===== src/hw/rtl/u2da_pkg.sv =====
// Shared constants and the power-of-ten table for the decimal ASCII converter.
// No dependencies.
package u2da_pkg;

  localparam int unsigned MAX_DIGITS = 10;
  localparam int unsigned VAL_W      = 32;
  localparam int unsigned ROOM_W     = 8;
  localparam int unsigned CHAR_W     = 7;
  localparam int unsigned IDX_W      = 4;   // digit position 0..MAX_DIGITS-1
  localparam int unsigned QBIT_W     = 2;   // quotient bit 3..0 within a digit
  localparam int unsigned OPND_W     = VAL_W + 4;  // power of ten shifted up to x8

  localparam logic [CHAR_W-1:0] ASCII_ZERO = 7'd48;

  typedef logic [VAL_W-1:0] val_t;

  // Power of ten for a digit position; unused codes map to one.
  function automatic val_t pow10(input logic [IDX_W-1:0] k);
    val_t p;
    case (k)
      4'd0:    p = 32'd1;
      4'd1:    p = 32'd10;
      4'd2:    p = 32'd100;
      4'd3:    p = 32'd1000;
      4'd4:    p = 32'd10000;
      4'd5:    p = 32'd100000;
      4'd6:    p = 32'd1000000;
      4'd7:    p = 32'd10000000;
      4'd8:    p = 32'd100000000;
      4'd9:    p = 32'd1000000000;
      default: p = 32'd1;
    endcase
    return p;
  endfunction

endpackage


===== src/hw/rtl/uint_to_decimal_ascii_top.sv =====
// Unsigned 32-bit to decimal ASCII converter, top level.
// Depends on u2da_pkg (power-of-ten table, widths, ASCII base).
//
// For each request the digit count is found by scanning down from the highest power of ten,
// then each digit is produced by restoring division, one quotient bit at a time, and its
// character is held until the receiver takes it; when there is no room a single no-room
// result is sent instead.
// One request is processed at a time.
// Reset (rst_n low, synchronous) returns the sequencer to idle and drops any result.
module uint_to_decimal_ascii_top (
  input  logic        clk,
  input  logic        rst_n,
  input  logic        in_tvalid,
  output logic        in_tready,
  input  logic [39:0] in_tdata,    // [31:0] value, [39:32] room
  output logic        out_tvalid,
  input  logic        out_tready,
  output logic [7:0]  out_tdata,   // [6:0] digit_char, [7] zero fill
  output logic        out_tlast,   // last_char
  output logic        out_tuser    // no_room
);

  localparam logic [1:0] ST_IDLE  = 2'd0;
  localparam logic [1:0] ST_COUNT = 2'd1;
  localparam logic [1:0] ST_DIGIT = 2'd2;
  localparam logic [1:0] ST_SEND  = 2'd3;

  logic [1:0]                     state_r, state_nxt;
  u2da_pkg::val_t                 val_r, val_nxt;
  logic [u2da_pkg::ROOM_W-1:0]    room_r, room_nxt;
  logic [u2da_pkg::IDX_W-1:0]     k_r, k_nxt;
  logic [u2da_pkg::QBIT_W-1:0]    s_r, s_nxt;
  logic [3:0]                     q_r, q_nxt;
  logic [u2da_pkg::CHAR_W-1:0]    char_r, char_nxt;
  logic                           last_r, last_nxt;
  logic                           noroom_r, noroom_nxt;

  // Shared compare/subtract unit: remainder minus a power of ten, shifted left while dividing.
  logic [u2da_pkg::OPND_W-1:0]    opnd;
  logic [u2da_pkg::OPND_W:0]      diff;
  logic                           ge;
  logic [u2da_pkg::IDX_W-1:0]     ndig;
  logic [3:0]                     q_new;

  always_comb begin
    opnd = {4'd0, u2da_pkg::pow10(k_r)};
    if (state_r == ST_DIGIT) begin
      opnd = opnd << s_r;
    end
    diff = {1'b0, 4'd0, val_r} - {1'b0, opnd};
    ge   = ~diff[u2da_pkg::OPND_W];
  end

  assign ndig  = k_r + 4'd1;
  assign q_new = q_r | (ge ? (4'd1 << s_r) : 4'd0);

  always_comb begin
    state_nxt  = state_r;
    val_nxt    = val_r;
    room_nxt   = room_r;
    k_nxt      = k_r;
    s_nxt      = s_r;
    q_nxt      = q_r;
    char_nxt   = char_r;
    last_nxt   = last_r;
    noroom_nxt = noroom_r;
    case (state_r)
      ST_IDLE: begin
        if (in_tvalid) begin
          val_nxt   = in_tdata[31:0];
          room_nxt  = in_tdata[39:32];
          k_nxt     = 4'(u2da_pkg::MAX_DIGITS - 1);
          state_nxt = ST_COUNT;
        end
      end
      ST_COUNT: begin
        // Scan from the top power down; the first hit sets the digit count.
        if (ge || k_r == 4'd0) begin
          if ({4'd0, ndig} > room_r) begin
            char_nxt   = '0;
            last_nxt   = 1'b1;
            noroom_nxt = 1'b1;
            state_nxt  = ST_SEND;
          end else begin
            s_nxt     = 2'd3;
            q_nxt     = 4'd0;
            state_nxt = ST_DIGIT;
          end
        end else begin
          k_nxt = k_r - 4'd1;
        end
      end
      ST_DIGIT: begin
        // One quotient bit per cycle: subtract 8p, 4p, 2p, p when it fits.
        if (ge) begin
          val_nxt = diff[u2da_pkg::VAL_W-1:0];
        end
        q_nxt = q_new;
        if (s_r == 2'd0) begin
          char_nxt   = u2da_pkg::ASCII_ZERO + {3'd0, q_new};
          last_nxt   = (k_r == 4'd0);
          noroom_nxt = 1'b0;
          state_nxt  = ST_SEND;
        end else begin
          s_nxt = s_r - 2'd1;
        end
      end
      ST_SEND: begin
        // Hold the character until taken, then advance to the next digit, or return to idle after the last one.
        if (out_tready) begin
          if (last_r) begin
            state_nxt = ST_IDLE;
          end else begin
            k_nxt     = k_r - 4'd1;
            s_nxt     = 2'd3;
            q_nxt     = 4'd0;
            state_nxt = ST_DIGIT;
          end
        end
      end
      default: state_nxt = ST_IDLE;
    endcase
  end

  always_ff @(posedge clk) begin
    if (!rst_n) begin
      state_r <= ST_IDLE;
    end else begin
      state_r <= state_nxt;
    end
    val_r    <= val_nxt;
    room_r   <= room_nxt;
    k_r      <= k_nxt;
    s_r      <= s_nxt;
    q_r      <= q_nxt;
    char_r   <= char_nxt;
    last_r   <= last_nxt;
    noroom_r <= noroom_nxt;
  end

  assign in_tready  = (state_r == ST_IDLE);
  assign out_tvalid = (state_r == ST_SEND);
  assign out_tdata  = {1'b0, char_r};
  assign out_tlast  = last_r;
  assign out_tuser  = noroom_r;

endmodule


===== config.mk =====
export PLATFORM = sky130hd
export DESIGN_NAME = uint_to_decimal_ascii_top
export DESIGN_NICKNAME = d
export VERILOG_FILES = /design/src/hw/rtl/u2da_pkg.sv /design/src/hw/rtl/uint_to_decimal_ascii_top.sv
export SDC_FILE = /design/constraint.sdc
export NUM_CORES = 1
export LEC_CHECK = 0
export BUFFER_PORTS_ARGS = -buffer_cell sky130_fd_sc_hd__buf_2
export CAP_MARGIN = 15
export CORE_AREA = 4 4 101 103
export DETAILED_ROUTE_END_ITERATION = 8
export DIE_AREA = 0 0 105 107
export GPL_TIMING_DRIVEN = 0
export PLACE_DENSITY = 0.88
export SYNTH_ARGS = -nofsm -noshare
export SYNTH_HDL_FRONTEND = slang
export SYNTH_SLANG_ARGS = --single-unit

===== constraint.sdc =====
create_clock -name clk -period 11.5 [get_ports clk]
set_input_delay 0.575 -clock clk [delete_from_list [all_inputs] [get_ports clk]]
set_output_delay 0.575 -clock clk [all_outputs]
set_load 0.03 [all_outputs]

Word-level counts from Yosys, hierarchy flattened --
Memory sizes are Yosys's and may differ from the RTL's. A register that Yosys moved wholly into a read port is not among the register bits. Index checks and enable logic that the tools add are counted.
Word-level totals: bits of input ports 44, output and inout bits 12, ROM bits 480, memories 1, register bits 61, word-level logic and storage cells 87
Memories:
- (no name shown) | words 16, bits a word 30, read ports 1, clocked after memory_dff 1, wr ports 0, RTL line u2da_pkg.sv:20 | case (k)
Cells by class: equal/unequal tests 13, order comparisons 1, shift-type cells 2, $add $sub $neg 5, multiplexer cells 39, reductions and logical operators 15, bitwise operators 2
Operators by type and width (count):
- $mux W32 | 2
- $pmux W32 S2 | 1
- $mux W4 | 10
- $sub A32 B36 Y37 | 1
- $mux W36 | 1
- $shl A32 B2 Y36 | 1
- $pmux W4 S3 | 2
- $mux W7 | 3
- $mux W2 | 10
- $ne A2 B2 Y1 const B | 8
- $pmux W7 S2 | 1
- $reduce_and A5 Y1 | 2
- $gt A4 B8 Y1 | 1
- $pmux W2 S4 | 1
- $reduce_and A4 Y1 | 2
- $add A6 B4 Y7 const A | 1
- $pmux W2 S3 | 1
- $reduce_and A6 Y1 | 1
- $reduce_bool A3 Y1 | 2
- $mux W1 | 5
- $add A4 B1 Y4 const B | 1
- $eq A2 B2 Y1 const B | 2
- $logic_not A2 Y1 | 2
- $logic_not A4 Y1 | 1
- 12 further kinds | 15

Logic depth before layout (Yosys ltp) --
depth in word-level cells 8, mapped depth 21, gate-level depth less buffers 19

Least setup slack after synthesis --
No wires, ideal clock.
kind flip-flop to flip-flop, start point register s_r[0] (netlist name), end point register val_r[0], enable pin, required time 11.112 ns, period minus slack after synthesis 4.633 ns, data arrival time 4.245 ns, buffers on the path 2, cell stages (with the launch flop) 16, path slack 6.867 ns, library setup time 0.388 ns, path through edfxtp_1 > clkbuf_1 > clkbuf_1 > inv_1 > a21oi_1 > nor2b_1 > ha_1 > fa_1 > or2b_2 > a21oi_1 > o21ai_0 > a21oi_1 > a21oi_4 > o211a_1 > a31oi_2 > a21o_1
On the way: cells in the longest elaborated chain, start to end 5
Ends and longest elaborated chain:
- from (decl) | RTL line uint_to_decimal_ascii_top.sv:32 | logic [u2da_pkg::QBIT_W-1:0] s_r, s_nxt;
- from (signal assigned) | RTL line uint_to_decimal_ascii_top.sv:134 | s_r <= s_nxt;
- $shl A32 B2 Y36 | RTL line uint_to_decimal_ascii_top.sv:48 | opnd = opnd << s_r;
- $mux W36 | RTL line uint_to_decimal_ascii_top.sv:47 | if (state_r == ST_DIGIT) begin
- $sub A32 B36 Y37 | RTL line uint_to_decimal_ascii_top.sv:50 | diff = {1'b0, 4'd0, val_r} - {1'b0, opnd};
- $ne A2 B2 Y1 (no line)
- $reduce_and A3 Y1 (no line)
- to (signal assigned) | RTL line uint_to_decimal_ascii_top.sv:131 | val_r <= val_nxt;
- to (decl) | RTL line uint_to_decimal_ascii_top.sv:29 | u2da_pkg::val_t val_r, val_nxt;
No other way between the ends. A chain may end at the register's enable or synchronous reset.

Final worst setup path --
start point register s_r[0] (netlist name), end point register val_r[20], enable pin
The elaborated chain is that of the path after synthesis.

==> results.toml <==
[status]
status = "complete, no violations"

[worst_setup_path]
crit_required_ps = 11570
cp_top_family = "compound AO/OA/AOI/OAI gates"
crit_start = "s_r[0]$_SDFFCE_PP1P_"
crit_chain = "clkbuf_1 > clkbuf_1 > inv_1 > nand2_1 > a21oi_1 > a21oi_1 > inv_1 > fa_1 > or2b_2 > a21oi_1 > o21ai_0 > a21oi_1 > a21oi_4 > o211a_1 > a31oi_2 > a21o_1 > buf_8"
cpPeakStageDelay_ps = 710
r2r_start = "s_r[0]$_SDFFCE_PP1P_"
crit_buf_inv = 5
end_kind = "register"
critPathMaxFanout = 19
crit_path_top_delay_cell = "a21o_1"
cpMostUsedCell = "a21oi_1"
path_class = "register to register"
arrival_ps = 5860
ff2ff_setup_slack_ps = 5710
start_kind = "register"

[synth]
netlist_instances = 649
yosys.area_share.simple_pct = 15.5
ys_ff_latch = 82
yosysTopAreaCell = "edfxtp_1"
muxShareOfSynthArea_pct = 4.86
yosysTopAreaCellShare_pct = 28.9
ys.flop_type = "edfxtp_1"
avgSynthCellArea_um2 = 9.12
synth_top_family_by_area = "compound AO/OA/AOI/OAI gates"
synth_fa_ha_area_share_pct = 10.5
ys_warn_count = 0
synthXorXnorAreaFrac_pct = 4.59
synth_area_leaders = "edfxtp_1 (29%), ha_1 (10%), dfxtp_1 (8.5%)"
seq_area_frac_synth_pct = 37.4
syn-cell-area_mm2 = 0.00592
synth_compound_gate_area_share_pct = 22.3
synthMostInstantiatedCell = "nand2_1"
ys_async_sr_fraction_pct = 0
ys_top_cells_by_count = "nand2_1 (80), edfxtp_1 (57), nor2_1 (51), o21ai_0 (50)"
ys_types = 68
synth-edff-count = 57

[route]
first_pass_iters = 6
wl_per_cell_um = 17.9
vias = 5407
wirelength_mm = 14.9
drc = 0
drt_iter0_drc = 669
via_per_inst = 6.50
postRouteAntennaNets = 0

[clock_tree]
clk_pin_slew_ps = 100
ctsHtreeMaxLevel = 3
cts_buffer_depth = 2
ctsResizeCount = 0
ctsRootBufferMaster = "clkbuf_8"
cts_tree = "done"
postCtsSetupBuffers = 0
clock-sinks = 82
insertion_delay_ps = 370
cts_hold_buf = 0
cts-buffers-inserted = 9

[floorplanning]
num_io_pins = 56
initial_utilization_pct = 64.4
die_x_um = 105
core_mm2 = 0.00920
row_count = 35
die_y_um = 107
die-area_mm2 = 0.0112

[timing]
period_share_pct = 50.4
relSlewSlack_pct = 46.0
finalCriticalPeriod_ps = 5790
worst_slew_pin_slew_ps = 811
drv_slew = 0
hold_viol = 0
hold_slack_ps = 370
fin_tns_setup_ps = 0
setup_violations = 0
clock.fmax_mhz = 173
rsz0062_at_grt = "no"
clock_skew_ps = 18.4

[final_layout]
fin_nets = 809
layout.cells.non_filler = 832
insertedDiodeCount = 0
area_growth_syn_to_layout_pct = 11.1
finish.utilization_pct = 71.5
drive_gt1_share_pct = 13.5

[power]
powerDensity_mw_per_mm2 = 339
p_int_mw = 1.18
clkPwrFrac_pct = 10.9
p_sw_share_pct = 47.2
power_mw = 2.23
switchingPower_mw = 1.05
vdd_ir_drop_max_mv = 0.145
p_leak_nw = 2.86
p_seq_share_pct = 23.9
comb_power_share_pct = 65.2

[flow_run]
drv_cap = 0

[global_route]
grt_pass1_vias = 5170
antenna_found_initial = 0
overflow = 0
grt_pass1_wl_mm = 24.5
grtUsageTotal_pct = 26.8
grt_max_degree = 20

[placement]
gp_congestion = 0.929
port_buffers = 53
dp.cells = 815
detailed_place_hpwl_mm = 11.4

[hold_path]
min-delay-path-class = "input pin to register"
hp-start = "in_tdata[36]"
[metal layers]
layer | vias up | share of wire (%) | track usage, %
met5 | - | 0 | 0
met4 | 0 | 2.0 | 7.87
met3 | 40 | 8.6 | 4.88
met2 | 295 | 49 | 48.7
met1 | 2546 | 40 | 32.2
li1 | 2526 | - | -
[stage by stage]
| stage | worst slack [ps] | area [um2] |
|---|---|---|
| after detailed placement | 5830 | 6340 |
| after floorplan | 6870 | 5920 |
| after CTS | 5800 | 6570 |
| final | 5710 | 6580 |
| after global placement | 5790 | 6330 |
| after global routing | 5330 | 6580 |
[placed cells by master (no fill, tap or decap), types with 4 or more instances in the layout]
master,n
buf_4,4
clkbuf_1,25
buf_2,54
nor3_1,6
nor2b_1,9
and2_1,5
nor2_1,51
mux2i_1,24
xnor2_1,19
o31ai_1,5
nand3_1,13
o21ai_0,50
clkbuf_8,12
nand2_1,80
a31oi_1,7
nand2b_1,13
dfxtp_1,25
inv_1,24
edfxtp_1,57
a211oi_1,5
o221ai_1,4
a21oi_1,48
ha_1,48
xor2_1,12
o22ai_1,17
a221o_1,16
a21o_1,19
[power by group through the flow]
stage	Sequential [mW]	Combinational [mW]	Clock [mW]
floorplan	0.514	1.11	0
global placement	0.533	1.34	0
detailed placement	0.538	1.41	0
CTS	0.532	1.42	0.243
global route	0.545	1.60	0.259
finish	0.534	1.45	0.244
[logic make-up (layout without fill, tap and decap cells)]
kind of cell    after synthesis  after routing
flops                        82             82
fa+ha+maj                    49             49
simple gates                198            198
mux                          28             28
other cells                   1              2
compound gates              200            200
xor+xnor                     31             31
buf+inv                      60            131
[worst reg2reg max path, stage by stage (launching register included)]
cell      delay, ps
edfxtp_1        410
clkbuf_1        330
clkbuf_1        600
inv_1           260
nand2_1         140
a21oi_1          70
a21oi_1         320
inv_1           110
fa_1            440
or2b_2          320
a21oi_1         200
o21ai_0         210
a21oi_1         340
a21oi_4         150
o211a_1         270
a31oi_2         330
a21o_1          710
buf_8           260
[final cells by class]
| cell class | count | area [um2] |
|---|---|---|
| well taps | 111 | 139 |
| plain buffers | 36 | 196 |
| clock buffers | 9 | 124 |
| repair buffers | 55 | 285 |
| flip-flops and latches | 82 | 2210 |
| clock inverters | 7 | 106 |
| multi-input cells | 508 | 3420 |
| fillers | 666 | 2620 |
| inverters | 24 | 90.1 |
[final timing paths]
check,to,depth (start not counted)
hold / removal,room_r[4]$_DFFE_PP_,1
hold reg to reg,state_r[1]$_SDFFE_PN0P_,3
setup / recovery,val_r[20]$_DFFE_PP_,17
setup reg to reg,val_r[20]$_DFFE_PP_,17
Power figures use the tool's default switching activity.
